### src/design/template_escape_unescaper_core_assert.svh
// assertion macros used by the unescaper core design file
`ifndef TEMPLATE_ESCAPE_UNESCAPER_CORE_ASSERT_SVH
`define TEMPLATE_ESCAPE_UNESCAPER_CORE_ASSERT_SVH

// same-cycle implication, checked outside reset
`define TEU_ASSERT_NOW(lbl, ante, cons, msg) \
  lbl: assert property (@(posedge clk_i) disable iff (!rst_ni) (ante) |-> (cons)) \
    else $error(msg);

// next-cycle implication, checked outside reset
`define TEU_ASSERT_NEXT(lbl, ante, cons, msg) \
  lbl: assert property (@(posedge clk_i) disable iff (!rst_ni) (ante) |=> (cons)) \
    else $error(msg);

`endif

### src/design/teu_pkg.sv
// constants, types and helper functions of the template escape unescaper
package teu_pkg;

  // scanner state codes
  localparam logic [3:0] StIdle   = 4'd0;
  localparam logic [3:0] StDol    = 4'd1;
  localparam logic [3:0] StDolBs  = 4'd2;
  localparam logic [3:0] StBs     = 4'd3;
  localparam logic [3:0] StLt     = 4'd4;
  localparam logic [3:0] StLtBs   = 4'd5;
  localparam logic [3:0] StHash   = 4'd6;
  localparam logic [3:0] StHashBs = 4'd7;
  localparam logic [3:0] StPct    = 4'd8;
  localparam logic [3:0] StPctBs  = 4'd9;
  localparam logic [3:0] StQm     = 4'd10;
  localparam logic [3:0] StQmBs   = 4'd11;

  // characters that take part in escape sequences
  localparam logic [7:0] ChDollar = 8'h24;
  localparam logic [7:0] ChHash   = 8'h23;
  localparam logic [7:0] ChPct    = 8'h25;
  localparam logic [7:0] ChLt     = 8'h3C;
  localparam logic [7:0] ChGt     = 8'h3E;
  localparam logic [7:0] ChQm     = 8'h3F;
  localparam logic [7:0] ChBslash = 8'h5C;
  localparam logic [7:0] ChLcurly = 8'h7B;
  localparam logic [7:0] ChRcurly = 8'h7D;

  // up to three result bytes of one input byte, first in slot 0
  typedef struct packed {
    logic [2:0][7:0] bytes;
    logic [1:0]      cnt;
  } emit_t;

  // append one byte to the result list
  function automatic emit_t put(emit_t e, logic [7:0] b);
    emit_t r;
    r = e;
    if (e.cnt != 2'd3) begin
      r.bytes[e.cnt] = b;
      r.cnt = e.cnt + 2'd1;
    end
    return r;
  endfunction

  // append the pending bytes of a candidate
  function automatic emit_t flush(emit_t e, logic [7:0] p0, logic [7:0] p1, logic [1:0] n);
    emit_t r;
    r = e;
    if (n != 2'd0) begin
      r = put(r, p0);
    end
    if (n == 2'd2) begin
      r = put(r, p1);
    end
    return r;
  endfunction

endpackage

### src/design/template_escape_unescaper_core.sv
// template escape unescaper: byte scanner with a three-entry result buffer
//
// Bytes of an escaped string enter on s_axis (tdata = data_byte, tlast = string_end).
// Unescaped bytes leave on m_axis (tdata = out_byte, tlast = last result of the
// input byte, tuser = final byte of the string). One input byte gives zero to
// three result bytes. The percent escape is enabled by the one-bit register on
// the cfg channel, written by the user while the stream is idle; the block
// does not enforce this. The first result of a byte is shown the cycle after the
// byte is taken. Throughput: one byte per cycle while each byte gives at most one
// result and the receiver is ready; a byte with more results holds the input
// while the single output port drains the buffer one byte a cycle, as the receiver
// takes them. Bytes that only extend a candidate give no result and never stall.
// Reset clears the scanner to idle, drops all pending and buffered bytes and
// disables the percent escape.
// A stalled receiver holds the buffered results; a new byte is taken as soon as
// the last buffered result leaves, in the same cycle.
module template_escape_unescaper_core (
  input  logic       clk_i,
  input  logic       rst_ni,
  // configuration write
  input  logic       cfg_valid_i,
  output logic       cfg_ready_o,
  input  logic       cfg_wdata_i,     // percent_escape_enable
  // input stream
  input  logic       s_axis_tvalid,
  output logic       s_axis_tready,
  input  logic [7:0] s_axis_tdata,    // [7:0] data_byte
  input  logic       s_axis_tlast,    // string_end
  // result stream
  output logic       m_axis_tvalid,
  input  logic       m_axis_tready,
  output logic [7:0] m_axis_tdata,    // [7:0] out_byte
  output logic       m_axis_tlast,    // run_last
  output logic       m_axis_tuser     // [0] string_done
);

  logic            pct_en_q;
  logic [3:0]      state_q, state_d;
  logic [1:0]      pend_cnt_q, pend_cnt_d;
  logic [7:0]      pend0_q, pend0_d, pend1_q, pend1_d;
  logic [2:0][7:0] obuf_q;
  logic [1:0]      out_cnt_q;
  logic            out_end_q;
  logic            in_req, out_req;
  logic [1:0]      pc;
  logic [7:0]      ch;
  teu_pkg::emit_t  em;

  assign in_req  = s_axis_tvalid & s_axis_tready;
  assign out_req = m_axis_tvalid & m_axis_tready;
  assign ch      = s_axis_tdata;
  assign pc      = (pend_cnt_q == 2'd3) ? 2'd2 : pend_cnt_q;

  // configuration register
  assign cfg_ready_o = 1'b1;
  always_ff @(posedge clk_i or negedge rst_ni) begin
    if (!rst_ni) begin
      pct_en_q <= 1'b0;
    end else if (cfg_valid_i) begin
      pct_en_q <= cfg_wdata_i;
    end
  end

  // scanner step for the offered byte
  always_comb begin
    em         = '0;
    state_d    = state_q;
    pend0_d    = pend0_q;
    pend1_d    = pend1_q;
    pend_cnt_d = pc;
    unique case (ch)
      teu_pkg::ChDollar, teu_pkg::ChHash, teu_pkg::ChPct, teu_pkg::ChLt: begin
        em         = teu_pkg::flush(em, pend0_q, pend1_q, pc);
        pend0_d    = ch;
        pend_cnt_d = 2'd1;
        unique case (ch)
          teu_pkg::ChDollar: state_d = teu_pkg::StDol;
          teu_pkg::ChHash:   state_d = teu_pkg::StHash;
          teu_pkg::ChPct:    state_d = teu_pkg::StPct;
          default:           state_d = teu_pkg::StLt;
        endcase
      end
      teu_pkg::ChBslash: begin
        if ((state_q == teu_pkg::StDol || state_q == teu_pkg::StLt ||
             state_q == teu_pkg::StHash || state_q == teu_pkg::StPct ||
             state_q == teu_pkg::StQm) && pc == 2'd1) begin
          pend1_d    = ch;
          pend_cnt_d = 2'd2;
          state_d    = state_q + 4'd1;
        end else begin
          em         = teu_pkg::flush(em, pend0_q, pend1_q, pc);
          pend0_d    = ch;
          pend_cnt_d = 2'd1;
          state_d    = teu_pkg::StBs;
        end
      end
      teu_pkg::ChQm: begin
        if (state_q == teu_pkg::StLtBs) begin
          em         = teu_pkg::put(teu_pkg::put(em, teu_pkg::ChLt), teu_pkg::ChQm);
          pend_cnt_d = 2'd0;
          state_d    = teu_pkg::StIdle;
        end else begin
          em         = teu_pkg::flush(em, pend0_q, pend1_q, pc);
          pend0_d    = ch;
          pend_cnt_d = 2'd1;
          state_d    = teu_pkg::StQm;
        end
      end
      teu_pkg::ChGt: begin
        if (state_q == teu_pkg::StQmBs) begin
          em = teu_pkg::put(teu_pkg::put(em, teu_pkg::ChQm), teu_pkg::ChGt);
        end else begin
          em = teu_pkg::put(teu_pkg::flush(em, pend0_q, pend1_q, pc), ch);
        end
        pend_cnt_d = 2'd0;
        state_d    = teu_pkg::StIdle;
      end
      teu_pkg::ChLcurly: begin
        if (state_q == teu_pkg::StDolBs) begin
          em = teu_pkg::put(teu_pkg::put(em, teu_pkg::ChDollar), ch);
        end else if (state_q == teu_pkg::StHashBs) begin
          em = teu_pkg::put(teu_pkg::put(em, teu_pkg::ChHash), ch);
        end else if (state_q == teu_pkg::StPctBs && pct_en_q) begin
          em = teu_pkg::put(teu_pkg::put(em, teu_pkg::ChPct), ch);
        end else begin
          em = teu_pkg::put(teu_pkg::flush(em, pend0_q, pend1_q, pc), ch);
        end
        pend_cnt_d = 2'd0;
        state_d    = teu_pkg::StIdle;
      end
      teu_pkg::ChRcurly: begin
        if ((state_q == teu_pkg::StDolBs || state_q == teu_pkg::StLtBs ||
             state_q == teu_pkg::StHashBs || state_q == teu_pkg::StQmBs) &&
            pc != 2'd0) begin
          // backslash dropped, leading character kept
          em = teu_pkg::put(teu_pkg::put(em, pend0_q), ch);
        end else if (state_q == teu_pkg::StBs) begin
          em = teu_pkg::put(em, ch);
        end else begin
          em = teu_pkg::put(teu_pkg::flush(em, pend0_q, pend1_q, pc), ch);
        end
        pend_cnt_d = 2'd0;
        state_d    = teu_pkg::StIdle;
      end
      default: begin
        em         = teu_pkg::put(teu_pkg::flush(em, pend0_q, pend1_q, pc), ch);
        pend_cnt_d = 2'd0;
        state_d    = teu_pkg::StIdle;
      end
    endcase
    // end of string flushes what is still held
    if (s_axis_tlast) begin
      em         = teu_pkg::flush(em, pend0_d, pend1_d, pend_cnt_d);
      pend_cnt_d = 2'd0;
      state_d    = teu_pkg::StIdle;
    end
  end

  // scanner state
  always_ff @(posedge clk_i or negedge rst_ni) begin
    if (!rst_ni) begin
      state_q    <= teu_pkg::StIdle;
      pend_cnt_q <= 2'd0;
    end else if (in_req) begin
      state_q    <= state_d;
      pend_cnt_q <= pend_cnt_d;
    end
  end

  // pending candidate bytes
  always_ff @(posedge clk_i) begin
    if (in_req) begin
      pend0_q <= pend0_d;
      pend1_q <= pend1_d;
    end
  end

  // take a byte once the buffer is empty or its last result leaves
  assign s_axis_tready = (out_cnt_q == 2'd0) || (out_cnt_q == 2'd1 && m_axis_tready);

  // result buffer control
  always_ff @(posedge clk_i or negedge rst_ni) begin
    if (!rst_ni) begin
      out_cnt_q <= 2'd0;
    end else if (in_req) begin
      out_cnt_q <= em.cnt;
    end else if (out_req) begin
      out_cnt_q <= out_cnt_q - 2'd1;
    end
  end

  // result buffer data, head in slot 0
  always_ff @(posedge clk_i) begin
    if (in_req) begin
      obuf_q    <= em.bytes;
      out_end_q <= s_axis_tlast;
    end else if (out_req) begin
      obuf_q[0] <= obuf_q[1];
      obuf_q[1] <= obuf_q[2];
    end
  end

  assign m_axis_tvalid = (out_cnt_q != 2'd0);
  assign m_axis_tdata  = obuf_q[0];
  assign m_axis_tlast  = (out_cnt_q == 2'd1);
  assign m_axis_tuser  = (out_cnt_q == 2'd1) && out_end_q;

`include "template_escape_unescaper_core_assert.svh"

  `TEU_ASSERT_NOW(a_idle_no_pending, state_q == teu_pkg::StIdle, pend_cnt_q == 2'd0, "pending bytes in idle state")
  `TEU_ASSERT_NEXT(a_end_gives_result, in_req && s_axis_tlast, m_axis_tvalid, "end of string without result")
  `TEU_ASSERT_NEXT(a_end_resets_scan, in_req && s_axis_tlast, state_q == teu_pkg::StIdle && pend_cnt_q == 2'd0, "scanner not idle after end of string")
  `TEU_ASSERT_NOW(a_no_take_while_full, out_cnt_q > 2'd1, !s_axis_tready, "byte taken over buffered results")

endmodule
### config.mk
export PLATFORM = sky130hd
export DESIGN_NAME = template_escape_unescaper_core
export DESIGN_NICKNAME = d
export VERILOG_FILES = /design/src/design/teu_pkg.sv /design/src/design/template_escape_unescaper_core.sv
export VERILOG_INCLUDE_DIRS = /design/src /design/src/design
export SDC_FILE = /design/constraint.sdc
export NUM_CORES = 1
export LEC_CHECK = 0
export CORE_MARGIN = 1.5
export CORE_UTILIZATION = 40
export CTS_BUF_LIST = sky130_fd_sc_hd__clkbuf_4 sky130_fd_sc_hd__clkbuf_8
export CTS_CLUSTER_SIZE = 8
export DETAILED_ROUTE_END_ITERATION = 8
export DONT_BUFFER_PORTS = 1
export GPL_TIMING_DRIVEN = 0
export HOLD_SLACK_MARGIN = 0.12
export SYNTH_ARGS = -nofsm -noshare
export SYNTH_HDL_FRONTEND = slang
export SYNTH_SLANG_ARGS = --single-unit
### constraint.sdc
create_clock -name clk_i -period 2.8 [get_ports clk_i]
set_input_delay 0.14 -clock clk_i [delete_from_list [all_inputs] [get_ports clk_i]]
set_output_delay 0.14 -clock clk_i [all_outputs]
set_load 0.03 [all_outputs]
* After elaboration in Yosys (flattened, before gate mapping)
Index checks and enable logic that the tools add are counted.
Word-level totals: flip-flop bits (word level) 50, logic and storage cells 314
Cells by class: $add $sub $neg 21, order comparisons 38, eq/ne operators 44, multiplexer cells 154, bitwise logic cells 8, reductions and logical operators 39
Operator list (count):
- 26-bit two-way mux | 63
- 24-bit bitwise mux | 17
- 8-bit demux with 2-bit select | 19
- 8-bit two-way mux | 23
- 10-bit two-way mux | 16
- 26-bit one-hot mux with 6 select lines | 1
- 2-bit by 3-bit < comparator with 1-bit output, second input constant | 19
- 8-bit by 6-bit == test with 1-bit output, second input constant | 6
- 2-bit by 1-bit adder with 2-bit output, second input constant | 19
- 2-bit by 1-bit >= comparator with 1-bit output, second input constant | 19
- 2-bit inequality test, second input constant | 19
- 16-bit two-way mux | 2
- 8-bit by 7-bit == test with 1-bit output, second input constant | 3
- 1-bit logical AND | 24
- 4-bit one-hot mux with 3 select lines | 2
- 8-bit one-hot mux with 3 select lines | 1
- 6-bit by 18-bit OR with 18-bit output | 1
- 4-bit by 3-bit == test with 1-bit output, second input constant | 4
- 4-bit == test, second input constant | 4
- 5-bit by 15-bit OR with 15-bit output | 1
- 4-bit two-way mux | 3
- 2-bit two-way mux | 5
- 3-bit by 9-bit bitwise AND with 9-bit output | 1
- 9-bit NOT | 1
- 16 further kinds | 31

* Depth between registers and ports, before layout
depth after elaboration 46, mapped depth 11, depth with buffers taken out 10

* Worst setup path before layout
OpenSTA, ideal clock, no wires.
path type reg-to-reg, start register out_cnt_q[1], end register obuf_q (netlist bit m_axis_tdata[7]), data pin, library setup time 0.176 ns, data arrival time 2.618 ns, required time 2.624 ns, setup slack 0.006 ns, cell stages (with the launch flop) 10, period minus slack after synthesis 2.794 ns, cell sequence dfrtp_1 inv_1 ha_1 nand2_1 nand2_1 nand2_1 inv_1 clkbuf_1 nand3_1 o32ai_1
On the way: longest elaborated chain between the ends 5, elaborated cells between the ends (all ways) 6, those cells by class eq/ne: 1; mux: 1; bitwise: 1; reduce/logical: 3
Ends and longest elaborated chain:
- from (decl) | line template_escape_unescaper_core.sv:42 | logic [1:0] out_cnt_q;
- from (signal assigned) | line template_escape_unescaper_core.sv:186 | out_cnt_q <= em.cnt;
- from (signal assigned) | line template_escape_unescaper_core.sv:188 | out_cnt_q <= out_cnt_q - 2'd1;
- 2-bit by 1-bit == test with 1-bit output
- named net m_axis_tlast | line template_escape_unescaper_core.sv:33 | output logic m_axis_tlast,
- 1-bit logical AND | line template_escape_unescaper_core.sv:179 | assign s_axis_tready = (out_cnt_q == 2'd0) || (out_cnt_q == 2'd1 && m_axis_tready);
- 1-bit logical OR | line template_escape_unescaper_core.sv:179
- named net s_axis_tready | line template_escape_unescaper_core.sv:26 | output logic s_axis_tready,
- 1-bit bitwise AND | line template_escape_unescaper_core.sv:49 | assign in_req = s_axis_tvalid & s_axis_tready;
- named net in_req | line template_escape_unescaper_core.sv:44 | logic in_req, out_req;
- 16-bit two-way mux | line template_escape_unescaper_core.sv:194 | if (in_req) begin
- to (signal assigned) | line template_escape_unescaper_core.sv:195 | obuf_q <= em.bytes;
- to (decl) | line template_escape_unescaper_core.sv:41 | logic [2:0][7:0] obuf_q;
The timed path passes the listed nets, and every way through them passes these cells. A chain may end at the register's enable or synchronous reset.

* Final worst setup path
start register state_q[0], end register obuf_q (netlist bit m_axis_tdata[2]), data pin
On the way: longest elaborated chain between the ends 21, elaborated cells between the ends (all ways) 62, those cells by class add/sub: 1; order compare: 4; eq/ne: 14; mux: 30; reduce/logical: 13
Ends and longest elaborated chain:
- from (decl) | line template_escape_unescaper_core.sv:38 | logic [3:0] state_q, state_d;
- from (signal assigned) | line template_escape_unescaper_core.sv:162 | state_q <= teu_pkg::StIdle;
- from (signal assigned) | line template_escape_unescaper_core.sv:165 | state_q <= state_d;
- 4-bit by 1-bit == test with 1-bit output or 4-bit by 3-bit == test with 1-bit output (tied branches) | line template_escape_unescaper_core.sv:84 | if ((state_q == teu_pkg::StDol || state_q == teu_pkg::StLt ||
- 1-bit logical OR (2 in series) | line template_escape_unescaper_core.sv:84
- 1-bit logical OR (2 in series) | line template_escape_unescaper_core.sv:85 | state_q == teu_pkg::StHash || state_q == teu_pkg::StPct ||
- 1-bit logical AND | line template_escape_unescaper_core.sv:86 | state_q == teu_pkg::StQm) && pc == 2'd1) begin
- 26-bit two-way mux | line template_escape_unescaper_core.sv:84
- 26-bit one-hot mux with 6 select lines | line template_escape_unescaper_core.sv:71 | unique case (ch)
- 2-bit by 1-bit adder with 2-bit output (tied with other cells) | line teu_pkg.sv:41 | r.cnt = e.cnt + 2'd1;
- 26-bit two-way mux or 1-bit logical AND (tied branches) | line teu_pkg.sv:39, teu_pkg.sv:40
- (+3 left out)
- 1-bit logical AND (not written as such) or 26-bit two-way mux (tied branches) | line teu_pkg.sv:40, teu_pkg.sv:39
- 8-bit two-way mux (not written as such) or 26-bit two-way mux (tied branches) | line teu_pkg.sv:40, teu_pkg.sv:50
- 8-bit demux with 2-bit select or 26-bit two-way mux (tied branches) | line teu_pkg.sv:40, template_escape_unescaper_core.sv:152
- 24-bit bitwise mux | line teu_pkg.sv:40 | r.bytes[e.cnt] = b;
- 26-bit two-way mux | line teu_pkg.sv:39 | if (e.cnt != 2'd3) begin
- 26-bit two-way mux | line teu_pkg.sv:53 | if (n == 2'd2) begin
- 26-bit two-way mux (*) | line template_escape_unescaper_core.sv:152 | if (s_axis_tlast) begin
- 16-bit two-way mux (*) | line template_escape_unescaper_core.sv:194
Every way passes the cells marked *; elsewhere a longest branch is shown, timed or not. The select of a mux whose other input is x is not followed.

==> run summary <==
The flow ran to the end, but the final reports show violations. The final reports fail on negative setup slack. In the global route stage, met2 resource usage came out at 41.37%. The number of flops mapped to enable cells by yosys was 41; the worst-case clock buffer depth was 2. The critical path contains buffers and inverters numbering 0 combined. The cell count after synthesis came out at 427.

The layer flagged by global routing as most heavily used is met2. The worst flop-to-flop path endpoint is m_axis_tdata[2]$_DFFE_PP_. The remaining max-slew budget at the tightest pin is 51.17%. After Yosys synthesis, XOR and XNOR cells account for 0.4566% of the synthesized area. The largest total area in the synthesized netlist belongs to sky130_fd_sc_hd__edfxtp_1.

In the post-synthesis netlist, the cell with the most instances is sky130_fd_sc_hd__nand2_1. The tools report the launching element type of the critical path as a flip-flop. For the routing usage on met1, the log shows 37.97%.

Worst hold path endpoint: state_q[1]$_DFFE_PN0P_. The tree is rooted in a sky130_fd_sc_hd__clkbuf_8. For the arrival time at the worst endpoint, the log shows 2.91 ns. Across the VDD grid, the largest voltage drop is 0.2745 mV. Global routing consumed, over all layers together, 26.62% of the routing resources. The power density over the cells came out at 579.7 nW/um^2.

The max-slew violation count is 0. Once the floorplan was initialized, standard cells occupied 41.32% of the core. Setup repair after global routing could not meet its margin everywhere. TritonCTS built the clock tree. The clock reaches the later pin of the worst-skew pair after 0.32 ns. Number of warning messages in the yosys log: 0. The final count of negative-setup-slack endpoints came out at 1.

Detailed placement ended at an HPWL of 9598 um. Counting cells, the worst reg-to-reg path comes to 9. The tools report the kind of end point of the critical path as a flip-flop.

The run gives 28 as the top-level I/O count. The height of the chip was 100.9 um. The number of rows created at floorplan came out at 35. The via count of the first global-routing pass is 3417, and the total number of H-tree levels is 2. The area share of fa/ha/maj cells after synthesis was 1.957%.

Traced cell by cell, the critical path runs through ha_4, nand3b_4, a211o_4, and3_4, a21oi_4, nor2_1, o31a_1, or4_1, a22o_1. Max-cap violations in this run came to 0. The start-to-end type of the worst setup path was reg -> reg. The classification of the worst-slack hold path is in -> reg. The slowest cell on the critical path is sky130_fd_sc_hd__or4_1. The per-cell via count in the routed design came out at 6.208.

The portion of synthesized area spent on multiplexers is 2.674%. In this run, synthesis produced a sequential element count of 50. Of the cells placed in the final design, the portion with a size suffix greater than 1 is 26.06%.

When the netlist entered floorplanning its net count stood at 448. The tools report the number of buffers created by CTS as 5. The count of input and output buffers is 0, and the die area is 10190 sq um. In the final routed layout, each cell accounts on average for 22.93 um.

The number of nets still failing antenna checks after routing was 0. Along the worst hold path, the cell count comes to 2. The first routing iteration left 325 violations. The die is 100.9 um wide. Between clock sinks in the finished design, the worst skew comes to 0.005478 ns.

Summing the areas of all compound-gate instances in the mapped netlist gives 23.58% of the synthesized area. Routability-driven placement finished with a final weighted congestion of 0.9807. The start point of the critical path was state_q[0]$_DFFE_PN0P_. The final antenna diode count was 0; the vias after detailed routing was 3588.

The synthesis-to-finish area growth is 19.18%, and the clock-pin slew reported for the worst setup and hold paths after clock tree synthesis is 0.11 ns. After synthesis, the most frequently instantiated cells are sky130_fd_sc_hd__nand2_1, sky130_fd_sc_hd__edfxtp_1, sky130_fd_sc_hd__nor2_1, sky130_fd_sc_hd__o21ai_0, sky130_fd_sc_hd__a21oi_1. The run gives 50 as the total number of clock tree sinks.

After layout, the worst path uses 100.9% of the clock period. After synthesis, the largest family of logic cells by area is simple AND/OR/NAND/NOR gates. The share of the Yosys chip area taken by registers is 37.96%. The setup check on the worst reg-to-reg path leaves a slack of -0.02 ns. After detailed routing, the total wire length is 13260 um. Required time of the critical path: 2.89 ns.

Summed over all layers, the global routing overflow is 0. The timing-limited maximum frequency was 354.1 MHz; the final worst-path setup slack was -0.02397 ns. The cell area that synthesis handed to floorplanning was 3836 sq um. Summed over all failing endpoints, the final setup total negative slack is -0.02397 ns.

The run gives 1.696 nW as the leakage power total. The tools report the core region area as 9284 sq um. The first detailed-routing pass took 5 iterations. In this run the critical register-to-register path is launched from state_q[0]$_DFFE_PN0P_. After synthesis, the netlist uses 76 different library cells. The number of antenna violations at the first check in global routing is 0. The most common flop cell mapped by yosys was sky130_fd_sc_hd__edfxtp_1. The average instance in the mapped netlist occupies 8.984 sq um. The post-layout net count is 469. The first global-routing pass estimated 20140 um of wire. The post-placement setup slack is -0.4679 ns. Sorting the synthesized cells by area gives the leading types as sky130_fd_sc_hd__edfxtp_1, sky130_fd_sc_hd__dfrtp_1, sky130_fd_sc_hd__nand2_1.

The fraction of registers with async set or reset after synthesis is 18.00%, and the simple-gate area share of the yosys netlist is 26.39%. The number of endpoints with negative hold slack in the final report was 0. The kind of cell with the highest combined delay along the critical path is compound AO/OA/AOI/OAI gates. The minimum period implied by the final worst setup slack came out at 2.824 ns. The largest net degree at the start of global routing was 35. The largest single stage delay on the critical path is 0.51 ns. The startpoint identified for the worst hold timing path is s_axis_tlast.

In this run the biggest area consumer among cell types represents 32.09% of the synthesized area. The filler cells instantiated in the layout total 898. For this run, global-route usage on met3 was measured as 4.022%. At the pin with the least slew margin, the transition time is 0.7316 ns. For the post-layout utilization of the core, the log shows 49.25%.

In this run the worst path has a maximum fanout of 7. After detailed routing, the number of remaining DRC violations is 0.
==> stage by stage <==
step                      hold slack, ns  total power, W  cell area (sq um)  instances
after global routing              0.1667        0.002774               4572        578
after detailed placement         -0.1552        0.002121               3999        556
after global placement           -0.1553        0.002113               3998        556
after floorplan                  -0.1556        0.001889               3836        427
after CTS                         0.1433        0.002614               4415        576
final                             0.1404        0.002650               4572        578
==> how the worst max path moves through the flow <==
stage,end,depth (start not counted)
6_report,m_axis_tdata[2]$_DFFE_PP_,9
2_1_floorplan,m_axis_tdata[7]$_DFFE_PP_,9
5_1_grt,m_axis_tdata[0]$_DFFE_PP_,10
3_3_place_gp,m_axis_tdata[7]$_DFFE_PP_,9
3_5_place_dp,obuf_q[9]$_DFFE_PP_,8
4_1_cts,m_axis_tdata[0]$_DFFE_PP_,8
==> cell usage in the layout (no fill, tap or decap), types with 4 or more instances in the layout <==
cell / netlist / layout
sky130_fd_sc_hd__and2_1: 10 / 10
sky130_fd_sc_hd__nand2b_1: 10 / 9
sky130_fd_sc_hd__nor3_1: 9 / 5
sky130_fd_sc_hd__nand3_1: 13 / 11
sky130_fd_sc_hd__nand2_2: 0 / 4
sky130_fd_sc_hd__inv_1: 18 / 16
sky130_fd_sc_hd__nor2_2: 0 / 4
sky130_fd_sc_hd__nand4_1: 4 / 4
sky130_fd_sc_hd__clkbuf_8: 0 / 5
sky130_fd_sc_hd__edfxtp_1: 41 / 41
sky130_fd_sc_hd__mux2i_1: 8 / 6
sky130_fd_sc_hd__a22o_1: 4 / 4
sky130_fd_sc_hd__a31oi_1: 6 / 6
sky130_fd_sc_hd__and4_1: 4 / 4
sky130_fd_sc_hd__nor2b_1: 7 / 5
sky130_fd_sc_hd__a21o_1: 4 / 4
sky130_fd_sc_hd__clkbuf_1: 11 / 6
sky130_fd_sc_hd__o21ai_1: 6 / 6
sky130_fd_sc_hd__nor2_1: 30 / 26
sky130_fd_sc_hd__nand2_1: 50 / 46
sky130_fd_sc_hd__nand3b_1: 5 / 5
sky130_fd_sc_hd__o31a_1: 5 / 5
sky130_fd_sc_hd__buf_2: 10 / 5
sky130_fd_sc_hd__a21oi_1: 23 / 22
sky130_fd_sc_hd__o21ai_0: 28 / 27
sky130_fd_sc_hd__dfrtp_1: 9 / 6
sky130_fd_sc_hd__or2_1: 4 / 4
sky130_fd_sc_hd__buf_4: 11 / 24
sky130_fd_sc_hd__dlygate4sd3_1: 0 / 6
==> layout make-up <==
cell class	instances	area (sq um)	share of cell area, %
inverter	18	70.07	1.533
sequential	50	1460	31.94
clock inverter	3	28.78	0.6294
multi-input combinational	325	2425	53.04
tap	129	161.4	3.530
clock buffer	5	68.82	1.505
buffer	31	202.7	4.433
timing repair buffer	17	155.1	3.394
==> flip-flops by register name, summed over array words and instances, names as in the netlist <==
register / cells
pend1_q: 8
pend_cnt_q: 2
obuf_q: 16
state_q: 4
pend0_q: 8
m_axis_tdata: 8
out_end_q: 1
pct_en_q: 1
out_cnt_q: 2
==> power by group <==
part / leakage, nW / total, W / internal, W / switching (W)
Sequential: 0.507 / 0.00119 / 0.00109 / 0.0000967
Clock: 0.0502 / 0.000482 / 0.000186 / 0.000296
Combinational: 1.14 / 0.000982 / 0.000330 / 0.000653
Total: 1.70 / 0.00265 / 0.00160 / 0.00105
==> cell families (layout without fill, tap and decap cells) <==
logic type,Yosys count,count (layout)
compound gates,128,128
xor+xnor,2,2
fa+ha+maj,6,6
buf+inv,52,74
flops,50,50
mux,10,10
other cells,1,1
simple gates,178,178
==> metal layers <==
layer | wire [um] | part of all wire, %
met5 | 0 | 0
met4 | 373 | 2.8
met3 | 903 | 6.8
met2 | 6043 | 46
met1 | 5935 | 45
==> timing repair <==
item / 4_1_cts / 5_1_grt
endpoints found under the setup margin: 52 / 23
hold endpoints to repair: 14 / 0
gates resized for setup: 45 / 30
buffers inserted: 7 / 4
hold buffers: 6 / 0
pin swaps: 8 / 12
(Power assumes the default switching activity.)
